==> config.mk <==
export PLATFORM = sky130hd
export DESIGN_NAME = command_line_receiver_xor_check_flat
export DESIGN_NICKNAME = d
export VERILOG_FILES = /design/src/hdl/clr_pkg.sv /design/src/hdl/clr_if.sv /design/src/hdl/command_line_receiver_xor_check.sv /design/src/hdl/clr_line_ram.sv /design/src/hdl/clr_emitter.sv /design/src/flat_wrapper.sv
export SDC_FILE = /design/constraint.sdc
export NUM_CORES = 1
export LEC_CHECK = 0
export BUFFER_PORTS_ARGS = -buffer_cell sky130_fd_sc_hd__buf_2
export CORE_AREA = 2 2 259 364
export DETAILED_ROUTE_END_ITERATION = 8
export DIE_AREA = 0 0 261 366
export GPL_ROUTABILITY_DRIVEN = 1
export HOLD_SLACK_MARGIN = 0.03
export PLACE_DENSITY = 0.76
export SYNTH_ARGS = -nofsm -noshare
export SYNTH_HDL_FRONTEND = slang
export SYNTH_SLANG_ARGS = --single-unit
==> constraint.sdc <==
create_clock -name clk -period 9 [get_ports clk]
set_clock_uncertainty 0.1 [all_clocks]
set_input_delay 0.45 -clock clk [delete_from_list [all_inputs] [get_ports clk]]
set_output_delay 0.45 -clock clk [all_outputs]
set_load 0.01 [all_outputs]
==> src/hdl/clr_pkg.sv <==
// Package for the command line receiver with XOR-8 checksum.
// Holds character codes, terminator and status codes, field widths and the
// emit command that passes from the line assembler to the result sequencer.
package clr_pkg;

  localparam int BYTE_W     = 8;
  localparam int STATUS_W   = 3;
  localparam int INDEX_W    = 6;
  localparam int BODY_LEN_W = 7;

  localparam logic [BYTE_W-1:0] CH_STAR = 8'h2A;
  localparam logic [BYTE_W-1:0] CH_CR   = 8'h0D;
  localparam logic [BYTE_W-1:0] CH_LF   = 8'h0A;

  localparam logic [1:0] TERM_NONE = 2'd0;
  localparam logic [1:0] TERM_CR   = 2'd1;
  localparam logic [1:0] TERM_LF   = 2'd2;

  typedef logic [STATUS_W-1:0] status_t;

  localparam status_t STATUS_PLAIN   = 3'd0;
  localparam status_t STATUS_SUM_OK  = 3'd1;
  localparam status_t STATUS_REPEAT  = 3'd2;
  localparam status_t STATUS_SUM_BAD = 3'd3;
  localparam status_t STATUS_NO_PREV = 3'd4;

  typedef struct packed {
    logic                  start;
    logic                  single;
    status_t               status;
    logic [BODY_LEN_W-1:0] len;
    logic                  bank;
  } emit_cmd_t;

endpackage

==> src/hdl/clr_if.sv <==
// Request channels of the command line receiver.
// Depends on clr_pkg for the field widths.
interface clr_in_if;
  logic                       valid;
  logic                       ready;
  logic [clr_pkg::BYTE_W-1:0] rx_byte;

  modport source (output valid, output rx_byte, input ready);
  modport sink (input valid, input rx_byte, output ready);
endinterface

interface clr_out_if;
  logic                           valid;
  logic                           ready;
  logic [clr_pkg::STATUS_W-1:0]   line_status;
  logic [clr_pkg::BYTE_W-1:0]     body_byte;
  logic [clr_pkg::INDEX_W-1:0]    byte_index;
  logic [clr_pkg::BODY_LEN_W-1:0] body_length;
  logic                           last_of_line;

  modport source (output valid, output line_status, output body_byte, output byte_index,
                  output body_length, output last_of_line, input ready);
  modport sink (input valid, input line_status, input body_byte, input byte_index,
                input body_length, input last_of_line, output ready);
endinterface

==> src/hdl/command_line_receiver_xor_check.sv <==
// Command line receiver with XOR-8 hex checksum. Bytes arrive on rx and are
// gathered into lines ended by CR, LF or a CR LF / LF CR pair; an optional
// "*HH" suffix is checked against the XOR of the body and stripped, good bodies
// come out one byte per request on res and are kept for replay on an empty
// line. An ordinary byte or a swallowed terminator leaves rx ready. A terminator
// that produces results holds rx off until its final request is in the output
// register. Each body byte is read through the registered read port of the line
// memory before the output register; that single read port sets the rate of one
// body byte per cycle while res does not stall. The memory needs no clearing
// pass after reset.
module command_line_receiver_xor_check #(
  parameter int LINE_MAX = 64
) (
  input logic       clk,
  input logic       rst,
  clr_in_if.sink    rx,
  clr_out_if.source res
);
  import clr_pkg::*;

  localparam int AW = $clog2(LINE_MAX);
  localparam int LW = $clog2(LINE_MAX + 1);

  function automatic logic [4:0] hex_digit(input logic [BYTE_W-1:0] c);
    logic [4:0] r;
    r = '0;
    if (c >= 8'h30 && c <= 8'h39) begin
      r = {1'b1, 4'(c - 8'h30)};
    end else if (c >= 8'h41 && c <= 8'h46) begin
      r = {1'b1, 4'(c - 8'h37)};
    end else if (c >= 8'h61 && c <= 8'h66) begin
      r = {1'b1, 4'(c - 8'h57)};
    end
    return r;
  endfunction

  logic [LW-1:0]     line_len;
  logic [BYTE_W-1:0] run_xor;
  logic [LW-1:0]     star_pos;
  logic [BYTE_W-1:0] xor_star;
  logic              star_seen;
  logic [BYTE_W-1:0] hex_hi;
  logic [BYTE_W-1:0] hex_lo;
  logic [1:0]        pend;
  logic              prev_bank;
  logic [LW-1:0]     prev_len;

  logic              busy;
  logic              acc;
  logic              is_term;
  logic [1:0]        term;
  logic              store;
  logic              is_star;
  logic [LW:0]       pos_wide;
  logic [LW:0]       star_wide;
  logic [4:0]        hv_hi;
  logic [4:0]        hv_lo;
  logic              ck_ok;
  logic              line_good;
  logic [LW-1:0]     blen;
  emit_cmd_t         cmd;
  logic [AW:0]       rd_addr;
  logic [BYTE_W-1:0] rd_data;

  assign rx.ready  = !busy;
  assign acc       = rx.valid && rx.ready;
  assign is_term   = (rx.rx_byte == CH_CR) || (rx.rx_byte == CH_LF);
  assign term      = (rx.rx_byte == CH_CR) ? TERM_CR : TERM_LF;
  assign is_star   = rx.rx_byte == CH_STAR;
  assign store     = acc && !is_term && (line_len < LW'(LINE_MAX));
  assign pos_wide  = (LW + 1)'(line_len);
  assign star_wide = (LW + 1)'(star_pos);
  assign hv_hi     = hex_digit(hex_hi);
  assign hv_lo     = hex_digit(hex_lo);
  assign ck_ok     = (pos_wide == star_wide + 3'd3) && hv_hi[4] && hv_lo[4] &&
                     ({hv_hi[3:0], hv_lo[3:0]} == xor_star);
  assign line_good = !star_seen || ck_ok;
  assign blen      = star_seen ? star_pos : line_len;

  always_comb begin
    cmd        = '0;
    cmd.start  = acc && is_term &&
                 ((line_len != '0) || !((pend != TERM_NONE) && (term != pend)));
    if (line_len != '0) begin
      if (!line_good) begin
        cmd.single = 1'b1;
        cmd.status = STATUS_SUM_BAD;
      end else begin
        cmd.single = blen == '0;
        cmd.status = star_seen ? STATUS_SUM_OK : STATUS_PLAIN;
        cmd.len    = BODY_LEN_W'(blen);
        cmd.bank   = !prev_bank;
      end
    end else if (prev_len == '0) begin
      cmd.single = 1'b1;
      cmd.status = STATUS_NO_PREV;
    end else begin
      cmd.status = STATUS_REPEAT;
      cmd.len    = BODY_LEN_W'(prev_len);
      cmd.bank   = prev_bank;
    end
  end

  always_ff @(posedge clk) begin
    if (rst) begin
      line_len  <= '0;
      run_xor   <= '0;
      star_pos  <= '0;
      xor_star  <= '0;
      star_seen <= 1'b0;
      pend      <= TERM_NONE;
      prev_bank <= 1'b0;
      prev_len  <= '0;
    end else if (acc) begin
      if (is_term) begin
        if (line_len != '0) begin
          if (line_good) begin
            prev_bank <= !prev_bank;
            prev_len  <= blen;
          end
          line_len  <= '0;
          run_xor   <= '0;
          star_pos  <= '0;
          xor_star  <= '0;
          star_seen <= 1'b0;
          pend      <= term;
        end else begin
          pend <= TERM_NONE;
        end
      end else begin
        if (store) begin
          line_len <= line_len + 1'b1;
          run_xor  <= run_xor ^ rx.rx_byte;
          if (is_star) begin
            star_seen <= 1'b1;
            star_pos  <= line_len;
            xor_star  <= run_xor;
          end
        end
        pend <= TERM_NONE;
      end
    end
  end

  always_ff @(posedge clk) begin
    if (store && !is_star && star_seen) begin
      if (pos_wide == star_wide + 1'b1) begin
        hex_hi <= rx.rx_byte;
      end
      if (pos_wide == star_wide + 2'd2) begin
        hex_lo <= rx.rx_byte;
      end
    end
  end

  clr_line_ram #(
    .ADDR_W(AW + 1)
  ) u_ram (
    .clk    (clk),
    .wr_en  (store),
    .wr_addr({!prev_bank, line_len[AW-1:0]}),
    .wr_data(rx.rx_byte),
    .rd_addr(rd_addr),
    .rd_data(rd_data)
  );

  clr_emitter #(
    .LINE_MAX(LINE_MAX)
  ) u_emit (
    .clk    (clk),
    .rst    (rst),
    .cmd    (cmd),
    .busy   (busy),
    .rd_addr(rd_addr),
    .rd_data(rd_data),
    .res    (res)
  );

endmodule

==> src/hdl/clr_line_ram.sv <==
// Two-bank line memory: one bank takes the line being received, the other
// holds the previous body. One write port, one registered read port.
module clr_line_ram #(
  parameter int ADDR_W = 7
) (
  input  logic                       clk,
  input  logic                       wr_en,
  input  logic [ADDR_W-1:0]          wr_addr,
  input  logic [clr_pkg::BYTE_W-1:0] wr_data,
  input  logic [ADDR_W-1:0]          rd_addr,
  output logic [clr_pkg::BYTE_W-1:0] rd_data
);
  import clr_pkg::*;

  logic [BYTE_W-1:0] mem [2**ADDR_W];

  always_ff @(posedge clk) begin
    if (wr_en) begin
      mem[wr_addr] <= wr_data;
    end
  end

  always_ff @(posedge clk) begin
    rd_data <= mem[rd_addr];
  end

endmodule

==> src/hdl/clr_emitter.sv <==
// Result sequencer: sends a single status request or reads a body out of the line
// memory one byte per cycle unless res stalls, and drives res via an output register.
// Depends on clr_pkg and clr_out_if.
module clr_emitter #(
  parameter int LINE_MAX = 64
) (
  input  logic                       clk,
  input  logic                       rst,
  input  clr_pkg::emit_cmd_t         cmd,
  output logic                       busy,
  output logic [$clog2(LINE_MAX):0]  rd_addr,
  input  logic [clr_pkg::BYTE_W-1:0] rd_data,
  clr_out_if.source                  res
);
  import clr_pkg::*;

  localparam int AW = $clog2(LINE_MAX);
  localparam int LW = $clog2(LINE_MAX + 1);

  logic                  active;
  logic                  single;
  status_t               status;
  logic [BODY_LEN_W-1:0] len;
  logic                  bank;
  logic [LW-1:0]         idx;
  logic                  s1_valid;
  logic [AW-1:0]         s1_idx;
  logic                  s1_last;

  logic out_free;
  logic out_load;
  logic single_load;
  logic issue;
  logic idx_last;

  assign out_free    = !res.valid || res.ready;
  assign out_load    = s1_valid && out_free;
  assign single_load = active && single && out_free;
  assign issue       = active && !single && (!s1_valid || out_load);
  assign idx_last    = (BODY_LEN_W'(idx) + 1'b1) == len;
  assign busy        = active || s1_valid;
  assign rd_addr     = {bank, issue ? idx[AW-1:0] : s1_idx};

  always_ff @(posedge clk) begin
    if (rst) begin
      active    <= 1'b0;
      s1_valid  <= 1'b0;
      res.valid <= 1'b0;
    end else begin
      if (cmd.start) begin
        active <= 1'b1;
      end else if (single_load) begin
        active <= 1'b0;
      end else if (issue && idx_last) begin
        active <= 1'b0;
      end

      if (issue) begin
        s1_valid <= 1'b1;
      end else if (out_load) begin
        s1_valid <= 1'b0;
      end

      if (single_load || out_load) begin
        res.valid <= 1'b1;
      end else if (res.ready) begin
        res.valid <= 1'b0;
      end
    end
  end

  always_ff @(posedge clk) begin
    if (cmd.start) begin
      single <= cmd.single;
      status <= cmd.status;
      len    <= cmd.len;
      bank   <= cmd.bank;
      idx    <= '0;
    end else if (issue) begin
      idx <= idx + 1'b1;
    end

    if (issue) begin
      s1_idx  <= idx[AW-1:0];
      s1_last <= idx_last;
    end

    if (single_load) begin
      res.line_status  <= status;
      res.body_byte    <= '0;
      res.byte_index   <= '0;
      res.body_length  <= '0;
      res.last_of_line <= 1'b1;
    end else if (out_load) begin
      res.line_status  <= status;
      res.body_byte    <= rd_data;
      res.byte_index   <= INDEX_W'(s1_idx);
      res.body_length  <= len;
      res.last_of_line <= s1_last;
    end
  end

  a_start_when_idle: assert property (@(posedge clk) disable iff (rst)
    cmd.start |-> !busy) else $error("line command issued while sequencer busy");

  a_empty_is_last: assert property (@(posedge clk) disable iff (rst)
    res.valid && res.body_length == '0 |-> res.last_of_line)
    else $error("empty-body request not marked last");

  a_index_in_body: assert property (@(posedge clk) disable iff (rst)
    res.valid && res.body_length != '0 |-> BODY_LEN_W'(res.byte_index) < res.body_length)
    else $error("byte index outside body");

  a_no_read_for_single: assert property (@(posedge clk) disable iff (rst)
    s1_valid |-> !(active && single)) else $error("memory read during single request");

endmodule

==> src/flat_wrapper.sv <==
// flat-port wrapper written by rule: the top's interface ports become plain ports
module command_line_receiver_xor_check_flat import clr_pkg::*;
#(
  parameter int LINE_MAX = 64
)
  (clk, rst, rx_valid, rx_rx_byte, rx_ready, res_valid, res_line_status, res_body_byte, res_byte_index, res_body_length, res_last_of_line, res_ready);
  clr_in_if rx_i ();
  clr_out_if res_i ();
  input logic clk;
  input logic rst;
  input wire logic [$bits(rx_i.valid)-1:0] rx_valid;
  input wire logic [$bits(rx_i.rx_byte)-1:0] rx_rx_byte;
  output wire logic [$bits(rx_i.ready)-1:0] rx_ready;
  output wire logic [$bits(res_i.valid)-1:0] res_valid;
  output wire logic [$bits(res_i.line_status)-1:0] res_line_status;
  output wire logic [$bits(res_i.body_byte)-1:0] res_body_byte;
  output wire logic [$bits(res_i.byte_index)-1:0] res_byte_index;
  output wire logic [$bits(res_i.body_length)-1:0] res_body_length;
  output wire logic [$bits(res_i.last_of_line)-1:0] res_last_of_line;
  input wire logic [$bits(res_i.ready)-1:0] res_ready;
  assign rx_i.valid = rx_valid;
  assign rx_i.rx_byte = rx_rx_byte;
  assign rx_ready = rx_i.ready;
  assign res_valid = res_i.valid;
  assign res_line_status = res_i.line_status;
  assign res_body_byte = res_i.body_byte;
  assign res_byte_index = res_i.byte_index;
  assign res_body_length = res_i.body_length;
  assign res_last_of_line = res_i.last_of_line;
  assign res_i.ready = res_ready;
  command_line_receiver_xor_check #(.LINE_MAX(LINE_MAX)) u_core (.clk(clk), .rst(rst), .rx(rx_i), .res(res_i));
endmodule
==> reports/metrics.cfg <==
[clock_tree]
cts_buffers = 96
clockRootBuffer = clkbuf_16
clkTransAtPathRegs_ns = 0.07
clock-sinks = 1143
htreeDepth = 3
tritoncts = done
insertion_delay_ns = 0.68
clockBufferDepth = 3

[setup_path]
cp_max_fo = 16
path_class = primary input to flip-flop
worstPathRequired_ns = 9.51
cp_cell_sequence = dlygate4sd3_1 -> buf_2 -> nand3b_1 -> nand2_1 -> mux2i_4 -> inv_1 -> nand2_1 -> buf_4 -> nor4_1 -> o41ai_1 -> a21oi_1 -> a21oi_1
cp_slowest_cell = o41ai_1
crit_path_end_kind = flip-flop
crit_buf_inv = 4
start_kind = primary input
cp_top_family = buffers and inverters
cp.arrival_ns = 4.98
cp_slowest_stage_delay_ns = 0.83

[synth]
ys.warnings.count = 0
ys_seq_area_share_pct = 73.0
synthesis.instances = 3316
synthArstFlopShare_pct = 0
synth_nets = 3343
syn-mean-instance-area_um2 = 13.8
synth_area_leaders = edfxtp_1 (69%), mux2i_1 (5.5%), nand2_1 (5.4%)
syn-cell-area_um2 = 45800
ys_types = 72
synth_edf_count = 1056
synth_most_common_cell = edfxtp_1
synthFlopType = edfxtp_1
synth_top_cell_by_area = edfxtp_1
yosys-top-cells-count = edfxtp_1 (1056), nand2_1 (660), a21oi_1 (334)
synth_seq_cells = 1143
yosysTopAreaCellShare_pct = 69.2

[hold_path]
hold_path.class = primary input to flip-flop

[timing]
rsz0062_at_grt = no
slew-limit-headroom_pct = 22.0
finalHoldViolCount = 0
fin_crit_ns = 4.47
max_freq_ghz = 0.224
setup_tns_ns = 0
setup-violations-final = 0
min_period_over_period_pct = 49.6
worst_pin_slew_ns = 1.16
slew_viol_final = 0

[flow_run]
cap_viol_max_count = 0

[die]
io_pins = 39
die_area_um2 = 95500
core_um2 = 92200
initial_utilization_pct = 49.7
row_count = 132
die_y_um = 366
die_x_um = 261

[global_route]
grt_use_met1_pct = 28.9
overflow = 0
met3_usage_pct = 3.78
grt_max_degree = 165
grt.busiest_layer = met2
grt_pass1_wl_um = 168000
grt_use_met2_pct = 40.0
antenna_found_initial = 3
grt.total_usage_pct = 23.5
grt_pass1_vias = 27043

[drt]
avgViaCountPerCell = 6.06
drt_iter0_drc = 3501
drc = 0
ant_nets = 0
routed_wl_um = 114000
post_drt_wl_per_cell_um = 24.8
via_count = 27789
dr.pass1.iters = 6

[place]
gp_congestion = 0.881
numPortBuffers = 38
dpl.cell_count = 4404
dp_hpwl_um = 66900

[power]
total_power_w = 0.0105
p_per_area_nw_per_um2 = 208
ir_drop_mv = 0.146
power_leakage_nw = 15.9

[finish]
seq_area_um2 = 33500
area_growth_pct = 9.99
drive_gt1_share_pct = 7.97
layout.cells.non_filler = 4583
final_nets = 3324
num-fill-cells = 7169
multi_input_area_um2 = 11400

[run_status]
outcome = completed

-- tightest hold or removal path, cell delays in order --
cell and delay [ns]:
buf_2 0.09, nand2_1 0.09, nand2_1 0.08, a21oi_1 0.05
-- layout by cell type, fill, tap and decap left out, drive strengths merged, types with 3 or more instances in the layout --
cell type	Yosys	layout
ha	15	15
nor3	20	20
a21oi	335	335
nor3b	4	4
and3	5	5
o211ai	3	3
mux2i	252	252
edfxtp	1056	1056
nand3b	3	3
o21ai	55	55
a22o	13	13
nor4	117	117
nand4	9	9
mux4	14	14
nor4b	3	3
clkinvlp	0	5
clkbuf	97	117
and2	6	6
a32oi	7	7
dfxtp	87	87
clkinv	4	39
or4	4	4
a211oi	12	12
nand2	660	660
xor2	30	30
bufinv	0	17
nor2b	8	8
inv	18	21
nand2b	4	4
nor2	190	190
o22ai	74	74
nand3	23	23
a22oi	8	8
a31oi	10	10
o41ai	16	16
buf	100	79
xnor2	21	21
o31ai	8	8
-- per-layer routing --
metal  share of wire (%)  wire length [um]
met1                  36             40700
met4                 5.4              6160
met5               0.022                25
met3                 8.2              9360
met2                  51             57600
-- worst paths after layout --
path | start | to | slack [ns] | cells after the start
setup reg to reg | u_core.u_emit.s1_valid | u_core.u_ram.rd_data[1] | 4.66 | 10
hold reg to reg | u_core.u_emit.status[1] | u_core.u_emit.res.line_status[1] | 0.34 | 0
hold / removal | rx_valid | u_core.pend[0] | 0.07 | 4
setup / recovery | res_ready | u_core.u_ram.rd_data[1] | 4.53 | 12
-- cell type report --
type,count,share of cell area (%)
multi-input combinational,1954,22.5
timing repair buffer,80,1.22
clock inverter,60,1.55
tap,1206,3.00
sequential,1143,66.4
inverter,22,0.196
clock buffer,117,5.09
antenna,1,0.00497
-- repair_timing --
action                    CTS  global route
resized for setup           0             0
hold buffers                1             0
setup buffers               0             0
hold endpoints to repair    1             0
-- where the power goes --
| group | internal [W] | switching [W] |
|---|---|---|
| combinational | 0.0000504 | 0.000196 |
| sequential | 0.00581 | 0.0000151 |
| clock | 0.00253 | 0.00188 |
-- per-stage QoR --
| step | utilization, % | setup WS, ns | instance area, um2 | hold slack [ns] |
|---|---|---|---|---|
| floorplan | - | 5.99 | 45800 | 0.300 |
| global placement | 51.0 | 4.49 | 47000 | 0.334 |
| detailed placement | 51.0 | 4.49 | 47000 | 0.321 |
| CTS | 54.7 | 4.65 | 50400 | 0.0427 |
| global route | 54.7 | 4.39 | 50400 | 0.0751 |
| finish | 54.7 | 4.53 | 50400 | 0.0666 |
-- sequential cells by signal (all words and copies together), names as in the netlist, 7 cells and up --
name	flops
u_core.hex_hi	8
u_core.hex_lo	8
u_core.line_len	7
u_core.prev_len	7
u_core.run_xor	8
u_core.star_pos	7
u_core.u_emit.idx	7
u_core.u_emit.len	7
u_core.u_emit.res.body_byte	8
u_core.u_emit.res.body_length	7
u_core.u_ram.mem	1024
u_core.u_ram.rd_data	8
u_core.xor_star	8
-- kinds of logic (layout without fill, tap and decap cells) --
family	after synthesis	in the layout	synth area share, %
AND/OR/NAND/NOR	1064	1064	9.96
multiplexers	268	268	6.27
AO/OA/AOI/OAI	556	556	7.05
flip-flops	1143	1143	73.0
XOR/XNOR	51	51	0.975
buffers and inverters	219	279	2.30
other	0	1	0
adder cells (fa/ha/maj)	15	15	0.410
Power figures use the tool's default switching activity.
